**config.mk**
```make
export PLATFORM = sky130hd
export DESIGN_NAME = thermostat_setpoint_and_countdown_top
export DESIGN_NICKNAME = d
export VERILOG_FILES = /design/src/rtl/thsc_pkg.sv /design/src/rtl/thsc_setpoint.sv /design/src/rtl/thsc_timer.sv /design/src/rtl/thermostat_setpoint_and_countdown_top.sv
export SDC_FILE = /design/constraint.sdc
export NUM_CORES = 1
export LEC_CHECK = 0
export BUFFER_PORTS_ARGS = -buffer_cell sky130_fd_sc_hd__buf_2
export CORE_AREA = 8 8 140 142
export DETAILED_ROUTE_END_ITERATION = 12
export DIE_AREA = 0 0 148 150
export PLACE_DENSITY = 0.67
export SYNTH_ARGS = -nofsm -noshare
export SYNTH_HDL_FRONTEND = slang
export SYNTH_SLANG_ARGS = --single-unit
```
**constraint.sdc**
```tcl
create_clock -name clk -period 12.4 [get_ports clk]
set_clock_uncertainty 0.05 [all_clocks]
set_input_delay 2.48 -clock clk [delete_from_list [all_inputs] [get_ports clk]]
set_output_delay 2.48 -clock clk [all_outputs]
set_load 0.02 [all_outputs]
```
**src/rtl/thsc_pkg.sv**
```systemverilog
// Shared types, constants and the hold-time step function for the thermostat
// setpoint and countdown block. No dependencies.
package thsc_pkg;

  // Item kinds.
  localparam logic OP_TICK   = 1'b0;
  localparam logic OP_SAMPLE = 1'b1;

  // Configuration register indexes.
  localparam int CFG_INDEX_W = 2;
  localparam logic [CFG_INDEX_W-1:0] CFG_FLOOR   = 2'd0;
  localparam logic [CFG_INDEX_W-1:0] CFG_CEILING = 2'd1;
  localparam logic [CFG_INDEX_W-1:0] CFG_MARGIN  = 2'd2;

  localparam int TEMP_W = 12;

  // Reset values and fixed limits.
  localparam logic [TEMP_W-1:0] FLOOR_RESET    = 12'd40;
  localparam logic [TEMP_W-1:0] CEILING_RESET  = 12'd396;
  localparam logic [TEMP_W-1:0] MARGIN_RESET   = 12'd4;
  localparam logic [TEMP_W-1:0] SETPOINT_RESET = 12'd140;  // 35 degrees
  localparam logic [7:0]        HOLD_MAX       = 8'd255;
  localparam logic [3:0]        TENTHS_RELOAD  = 4'd9;
  localparam logic [3:0]        HEATER_ABOVE   = 4'd5;
  localparam logic [5:0]        SECONDS_RELOAD = 6'd59;
  localparam logic [5:0]        MINUTES_RELOAD = 6'd59;
  localparam logic [2:0]        POWER_OFF      = 3'd0;
  localparam logic [2:0]        POWER_FULL     = 3'd5;

  typedef struct packed {
    logic              opcode;
    logic              down_pressed;
    logic              up_pressed;
    logic [TEMP_W-1:0] measured_temp;
  } item_t;

  // Timer and power view after one item.
  typedef struct packed {
    logic       heater_on;
    logic [2:0] power_level;
    logic       hours_left;
    logic [5:0] minutes_left;
    logic [5:0] seconds_left;
    logic [3:0] tenths_left;
    logic       redraw_strobe;
  } timer_view_t;

  // Setpoint step for a button held for h ticks, given tenths before the tick.
  function automatic logic [2:0] hold_step(logic [7:0] h, logic [3:0] tenths);
    logic [2:0] s;
    if (h == 8'd1) begin
      s = 3'd1;
    end else if (h < 8'd8) begin
      s = 3'd0;
    end else if (h < 8'd16) begin
      s = (tenths[1:0] == 2'd0) ? 3'd1 : 3'd0;
    end else if (h < 8'd32) begin
      s = (tenths[0] == 1'b0) ? 3'd1 : 3'd0;
    end else begin
      s = h[7:5];
    end
    return s;
  endfunction

endpackage

```
**src/rtl/thsc_setpoint.sv**
```systemverilog
// Setpoint state: the target temperature and the two button hold counters.
// Depends on thsc_pkg for the item type, constants and hold_step.
module thsc_setpoint (
  input  logic                        clk,
  input  logic                        rst,
  input  logic                        advance,
  input  thsc_pkg::item_t             item,
  input  logic [3:0]                  tenths,
  input  logic [thsc_pkg::TEMP_W-1:0] floor_val,
  input  logic [thsc_pkg::TEMP_W-1:0] ceiling_val,
  output logic [thsc_pkg::TEMP_W-1:0] target_next,
  output logic                        save_next
);

  logic [thsc_pkg::TEMP_W-1:0] target;
  logic [7:0]                  hold_down;
  logic [7:0]                  hold_up;
  logic [7:0]                  hold_down_next;
  logic [7:0]                  hold_up_next;
  logic [2:0]                  step_down;
  logic [2:0]                  step_up;
  logic signed [13:0]          sum;

  assign step_down = (hold_down != 8'd0) ? thsc_pkg::hold_step(hold_down, tenths) : 3'd0;
  assign step_up   = (hold_up != 8'd0) ? thsc_pkg::hold_step(hold_up, tenths) : 3'd0;

  always_comb begin
    target_next    = target;
    save_next      = 1'b0;
    hold_down_next = hold_down;
    hold_up_next   = hold_up;
    sum = $signed({2'b00, target}) - $signed({11'd0, step_down})
        + $signed({11'd0, step_up});
    if (item.opcode == thsc_pkg::OP_SAMPLE) begin
      if (!item.down_pressed) begin
        hold_down_next = 8'd0;
      end else if (hold_down == 8'd0) begin
        hold_down_next = 8'd1;
      end
      if (!item.up_pressed) begin
        hold_up_next = 8'd0;
      end else if (hold_up == 8'd0) begin
        hold_up_next = 8'd1;
      end
    end else begin
      save_next = (hold_down != 8'd0) || (hold_up != 8'd0);
      // When the window is inverted, the floor wins only if the sum is below it.
      if (sum < $signed({2'b00, floor_val})) begin
        target_next = floor_val;
      end else if (sum > $signed({2'b00, ceiling_val})) begin
        target_next = ceiling_val;
      end else begin
        target_next = sum[thsc_pkg::TEMP_W-1:0];
      end
      // Hold counters grow only on ticks that do not reload tenths.
      if (tenths != 4'd0) begin
        if (hold_down != 8'd0 && hold_down != thsc_pkg::HOLD_MAX) begin
          hold_down_next = hold_down + 8'd1;
        end
        if (hold_up != 8'd0 && hold_up != thsc_pkg::HOLD_MAX) begin
          hold_up_next = hold_up + 8'd1;
        end
      end
    end
  end

  always_ff @(posedge clk) begin
    if (rst) begin
      target    <= thsc_pkg::SETPOINT_RESET;
      hold_down <= 8'd0;
      hold_up   <= 8'd0;
    end else if (advance) begin
      target    <= target_next;
      hold_down <= hold_down_next;
      hold_up   <= hold_up_next;
    end
  end

endmodule

```
**src/rtl/thsc_timer.sv**
```systemverilog
// Countdown timer, heater pin, last measured temperature and power level.
// Depends on thsc_pkg for the item and view types and constants.
module thsc_timer (
  input  logic                        clk,
  input  logic                        rst,
  input  logic                        advance,
  input  thsc_pkg::item_t             item,
  input  logic [thsc_pkg::TEMP_W-1:0] target_next,
  input  logic [thsc_pkg::TEMP_W-1:0] margin_val,
  output logic [3:0]                  tenths,
  output thsc_pkg::timer_view_t       view_next
);

  logic [thsc_pkg::TEMP_W-1:0] last_temp;
  logic [thsc_pkg::TEMP_W-1:0] last_temp_next;
  logic [thsc_pkg::TEMP_W-1:0] shortfall;
  thsc_pkg::timer_view_t       view;

  assign shortfall = target_next - last_temp;

  always_comb begin
    view_next               = view;
    view_next.redraw_strobe = 1'b0;
    last_temp_next          = last_temp;
    if (item.opcode == thsc_pkg::OP_SAMPLE) begin
      last_temp_next = item.measured_temp;
    end else begin
      view_next.heater_on = (tenths > thsc_pkg::HEATER_ABOVE);
      if (tenths != 4'd0) begin
        view_next.tenths_left = tenths - 4'd1;
      end else begin
        view_next.tenths_left = thsc_pkg::TENTHS_RELOAD;
        if (target_next <= last_temp) begin
          view_next.power_level = thsc_pkg::POWER_OFF;
        end else if (shortfall > margin_val) begin
          view_next.power_level = thsc_pkg::POWER_FULL;
        end
        if (view.seconds_left != 6'd0) begin
          view_next.seconds_left = view.seconds_left - 6'd1;
        end else begin
          view_next.seconds_left = thsc_pkg::SECONDS_RELOAD;
          if (view.minutes_left != 6'd0) begin
            view_next.minutes_left = view.minutes_left - 6'd1;
          end else begin
            view_next.minutes_left = thsc_pkg::MINUTES_RELOAD;
            // Hours count down from one and reload to one below zero.
            view_next.hours_left = ~view.hours_left;
          end
        end
      end
      view_next.redraw_strobe = ~view_next.tenths_left[0];
    end
  end

  assign tenths = view.tenths_left;

  always_ff @(posedge clk) begin
    if (rst) begin
      last_temp          <= '0;
      view.heater_on     <= 1'b1;
      view.power_level   <= thsc_pkg::POWER_OFF;
      view.hours_left    <= 1'b1;
      view.minutes_left  <= 6'd0;
      view.seconds_left  <= 6'd0;
      view.tenths_left   <= 4'd0;
      view.redraw_strobe <= 1'b0;
    end else if (advance) begin
      last_temp <= last_temp_next;
      view      <= view_next;
    end
  end

endmodule

```
**src/rtl/thermostat_setpoint_and_countdown_top.sv**
```systemverilog
// Top level of the thermostat setpoint and countdown block: configuration
// registers, input register, result register. Uses thsc_pkg, thsc_setpoint, thsc_timer.
// An accepted request is held in the input register, then moves into the output register
// to be taken; one request per cycle is sustained while results are taken, and the
// input stalls only while both registers are full and the result is stalled.
// Reset (rst, synchronous, active high) restores defaults, setpoint 140, heater pin set.
module thermostat_setpoint_and_countdown_top (
  input  logic                               clk,
  input  logic                               rst,
  // Configuration write port.
  input  logic                               cfg_wr_en,
  input  logic [thsc_pkg::CFG_INDEX_W-1:0]   cfg_index,
  input  logic [thsc_pkg::TEMP_W-1:0]        cfg_data,
  // Input channel.
  input  logic                               in_valid,
  output logic                               in_stall,
  input  logic                               opcode,
  input  logic                               down_pressed,
  input  logic                               up_pressed,
  input  logic [thsc_pkg::TEMP_W-1:0]        measured_temp,
  // Result channel.
  output logic                               out_valid,
  input  logic                               out_stall,
  output logic [thsc_pkg::TEMP_W-1:0]        setpoint,
  output logic                               heater_on,
  output logic [2:0]                         power_level,
  output logic                               hours_left,
  output logic [5:0]                         minutes_left,
  output logic [5:0]                         seconds_left,
  output logic [3:0]                         tenths_left,
  output logic                               save_strobe,
  output logic                               redraw_strobe
);

  // Configuration registers. Writes to an index past the list are dropped.
  logic [thsc_pkg::TEMP_W-1:0] floor_val;
  logic [thsc_pkg::TEMP_W-1:0] ceiling_val;
  logic [thsc_pkg::TEMP_W-1:0] margin_val;

  always_ff @(posedge clk) begin
    if (rst) begin
      floor_val   <= thsc_pkg::FLOOR_RESET;
      ceiling_val <= thsc_pkg::CEILING_RESET;
      margin_val  <= thsc_pkg::MARGIN_RESET;
    end else if (cfg_wr_en) begin
      case (cfg_index)
        thsc_pkg::CFG_FLOOR:   floor_val   <= cfg_data;
        thsc_pkg::CFG_CEILING: ceiling_val <= cfg_data;
        thsc_pkg::CFG_MARGIN:  margin_val  <= cfg_data;
        default: ;
      endcase
    end
  end

  // The input register holds one request while the result register is
  // stalled, so the input side takes one more request while a result waits.
  logic            in_q_valid;
  thsc_pkg::item_t in_q;
  logic            out_free;
  logic            advance;
  logic            in_accept;

  assign out_free  = !out_valid || !out_stall;
  assign advance   = in_q_valid && out_free;
  assign in_stall  = in_q_valid && !out_free;
  assign in_accept = in_valid && !in_stall;

  always_ff @(posedge clk) begin
    if (rst) begin
      in_q_valid <= 1'b0;
    end else if (in_accept) begin
      in_q_valid <= 1'b1;
    end else if (advance) begin
      in_q_valid <= 1'b0;
    end
  end

  always_ff @(posedge clk) begin
    if (in_accept) begin
      in_q.opcode        <= opcode;
      in_q.down_pressed  <= down_pressed;
      in_q.up_pressed    <= up_pressed;
      in_q.measured_temp <= measured_temp;
    end
  end

  // State updates happen as the registered request moves into the result
  // register; the setpoint unit feeds the new target to the power decision.
  logic [thsc_pkg::TEMP_W-1:0] target_next;
  logic                        save_next;
  logic [3:0]                  tenths;
  thsc_pkg::timer_view_t       view_next;

  thsc_setpoint u_setpoint (
    .clk         (clk),
    .rst         (rst),
    .advance     (advance),
    .item        (in_q),
    .tenths      (tenths),
    .floor_val   (floor_val),
    .ceiling_val (ceiling_val),
    .target_next (target_next),
    .save_next   (save_next)
  );

  thsc_timer u_timer (
    .clk         (clk),
    .rst         (rst),
    .advance     (advance),
    .item        (in_q),
    .target_next (target_next),
    .margin_val  (margin_val),
    .tenths      (tenths),
    .view_next   (view_next)
  );

  // Result register.
  always_ff @(posedge clk) begin
    if (rst) begin
      out_valid <= 1'b0;
    end else if (advance) begin
      out_valid <= 1'b1;
    end else if (!out_stall) begin
      out_valid <= 1'b0;
    end
  end

  always_ff @(posedge clk) begin
    if (advance) begin
      setpoint      <= target_next;
      heater_on     <= view_next.heater_on;
      power_level   <= view_next.power_level;
      hours_left    <= view_next.hours_left;
      minutes_left  <= view_next.minutes_left;
      seconds_left  <= view_next.seconds_left;
      tenths_left   <= view_next.tenths_left;
      save_strobe   <= save_next;
      redraw_strobe <= view_next.redraw_strobe;
    end
  end

  // A request held in the input register is not dropped while the result waits.
  a_hold_request: assert property (@(posedge clk) disable iff (rst)
    (in_q_valid && !out_free) |=> in_q_valid)
    else $error("input register lost a request while stalled");

  // Delivered counters stay in their digit ranges.
  a_count_range: assert property (@(posedge clk) disable iff (rst)
    out_valid |-> (tenths_left <= 4'd9 && seconds_left <= 6'd59 && minutes_left <= 6'd59))
    else $error("countdown digit out of range");

  // Power only takes the off or full level.
  a_power_code: assert property (@(posedge clk) disable iff (rst)
    out_valid |-> (power_level == thsc_pkg::POWER_OFF || power_level == thsc_pkg::POWER_FULL))
    else $error("unexpected power level");

  // A sample request never raises either strobe.
  a_sample_quiet: assert property (@(posedge clk) disable iff (rst)
    (advance && in_q.opcode == thsc_pkg::OP_SAMPLE) |=> (!save_strobe && !redraw_strobe))
    else $error("strobe raised by a sample request");

endmodule

```
==> flow_summary.toml <==
[outcome]
outcome = "finished clean"

[clocking]
cts_hold_buf = 0
cts_buffers = 17
clock-root-buffer = "clkbuf_16"
clockBufferDepth = 2
cts_tree = "yes"
clock_latency_ps = 430
cts_sinks = 149
ctsHtreeMaxLevel = 4
cts.repair.resized = 0
clkSlewWorstSetupHoldPaths_ps = 60
post_cts_buffers = 0

[place]
dp_hpwl_um = 15200
numPortBuffers = 70
place_area_sq_um = 8960
routabilityCongestion = 0.894

[global_routing]
grt_pass1_wl_um = 33400
grt_pass1_vias = 6545
grt-ovfl-total = 0
grt_max_degree = 81
antenna_found_initial = 0
gr-usage-all-layers = 0.189

[logic_synthesis]
netlist_instances = 971
syn-num-nets = 1069
synth.distinct_cells = 71
ys.flop_type = "dfxtp_1"
yosysTopAreaCellShare = 0.234
synth_area_per_cell_sq_um = 8.71
async_flop_share = 0
synth_top_cells_by_area = "dfxtp_1, edfxtp_1, ha_1, nand2_1, a21oi_1"
yosys_register_bits = 149
syn_area_sq_um = 8460
synth-edff-count = 50
yosysWarnings = 0
ys_seq_area_frac = 0.412
synth_area_leader_cell = "dfxtp_1"

[floorplanning]
die_h_um = 150
dieArea_sq_um = 22200
pin_count = 71
fp.dieW_um = 148
start_util = 0.482
core_sq_um = 17500
rows = 49

[min_path]
hp-class = "reg -> reg"
min_path_cells = 2

[sta]
rsz0062_at_grt = "no"
holdWs_ps = 406
slew_viol_final = 0
totalNegativeSetupSlack_ps = 0
period_share = 0.778
tightest_slew_ps = 933
relSlewSlack = 0.378
finalSetupViolCount = 0
finalHoldViolations = 0
fmax_mhz = 104
layout_min_cycle_time_ps = 9650

[finish]
drive_gt1_frac = 0.131
final_area_sq_um = 9520
fillers = 1645
final_cell_mix = "nand2_1, dfxtp_1, a21oi_1, inv_1, nor2_1"
antenna_cells = 0
areaGrowthSynthToFinish_pct = 12.6
layout_commonest_cell = "nand2_1"
fin_nets = 1125

[route]
wl_per_cell_um = 16.2
dr.pass1.iters = 5
viasPerCell = 5.47
route.detailed.drc = 0
ant_nets = 0
wirelength_um = 20600
drt-initial-drc-count = 522
vias = 6940

[critical_path]
crit_buf_inv = 2
worstPathArrival_ps = 9770
critPathMaxFanout = 16
crit_slowest_cell = "o31ai_4"
timing.critical_path.from_type = "flip-flop"
cp_data_required_time_ps = 12530
endpoint_kind = "flip-flop"
cp_common_cell = "a21oi_1"
cp_top_family = "compound AO/OA/AOI/OAI gates"
path_depth = 43
cp_slowest_stage_delay_ps = 730
crit_type = "reg -> reg"
r2r_cells = 43

[power]
totalPowerFinal_mw = 1.28
leakage_nw = 3.72
vdd_drop_max_v = 0.000105
power.density_nw_per_um2 = 135

[flow_run]
max_cap_viol_count = 0
routing by layer:
metal / global-route usage / wire length [um] / vias up
met3: 0.0487 / 1230 / 24
li1: - / - / 3512
met5: 0 / 0 / -
met4: 0.0617 / 359 / 0
met1: 0.246 / 9610 / 3240
met2: 0.300 / 9400 / 164
logic make-up (layout without fill, tap and decap cells):
family                     Yosys count  after routing  synth area share
and+or+nand+nor                    362            362             0.197
AOI/OAI and AO/OA                  220            220             0.171
DFF                                149            149             0.412
buffers and inverters              114            183            0.0540
adders and majority gates           64             64            0.0974
xor gates and xnor gates            38             38            0.0394
muxes                               24             24            0.0299
synthesized netlist by cell type (8+ instances only):
cell,instances
nand4_1,13
edfxtp_1,50
or3_1,10
ha_1,61
nor2b_1,8
inv_1,76
o211ai_1,10
nor2_1,73
nor3_1,21
mux2_2,8
clkbuf_1,31
nand2b_1,10
dfxtp_1,99
nand2_1,168
a211o_1,9
a21o_1,15
a21oi_1,85
xnor2_1,21
mux2i_1,14
o21ai_0,39
xor2_1,17
nand3_1,17
layout make-up:
type / instances / area [sq um] / area share
tap: 229 / 287 / 0.0301
timing repair buffer: 75 / 388 / 0.0407
clock inverter: 12 / 108 / 0.0113
sequential: 149 / 3480 / 0.366
inverter: 76 / 285 / 0.0300
clock buffer: 20 / 457 / 0.0480
multi-input combinational: 708 / 4520 / 0.474
sequential cells by signal, summed over array words and instances (netlist names), 4 cells and up:
signal / cells
u_setpoint.hold_down: 8
in_q: 15
ceiling_val: 12
setpoint: 12
margin_val: 12
u_timer.last_temp: 12
tenths_left: 4
floor_val: 12
u_setpoint.target: 12
seconds_left: 6
u_timer.view: 17
u_timer.tenths: 4
u_setpoint.hold_up: 8
minutes_left: 6
through the flow:
step / util / cells / setup WS (ps)
6_report: 0.543 / 1269 / 2750
5_1_grt: 0.543 / 1269 / 2070
4_1_cts: 0.543 / 1269 / 2760
3_5_place_dp: 0.511 / 1237 / 2880
3_3_place_gp: 0.511 / 1237 / 3200
2_1_floorplan: - / 971 / 4320
final timing paths:
kind                                                           to  slack [ps]                               from
worst min register to register  u_timer.last_temp[5]$_SDFFE_PP0P_         410  u_timer.last_temp[5]$_SDFFE_PP0P_
worst max register to register           power_level[2]$_DFFE_PP_        2750     u_timer.tenths[1]$_SDFFE_PP0P_
worst max-delay path                     power_level[2]$_DFFE_PP_        2750     u_timer.tenths[1]$_SDFFE_PP0P_
worst min-delay path            u_timer.last_temp[5]$_SDFFE_PP0P_         410  u_timer.last_temp[5]$_SDFFE_PP0P_
worst min-delay path, stage by stage (launching register included):
cell and delay [ps]:
dfxtp_1 310, nand2_1 50, a21oi_1 50
where the power goes:
group	internal (mW)	leakage, nW	switching (mW)
registers	0.532	1.28	0.0160
clock network	0.274	0.273	0.219
logic	0.0949	2.16	0.149
No activity file was read; power rests on OpenSTA's default activity.
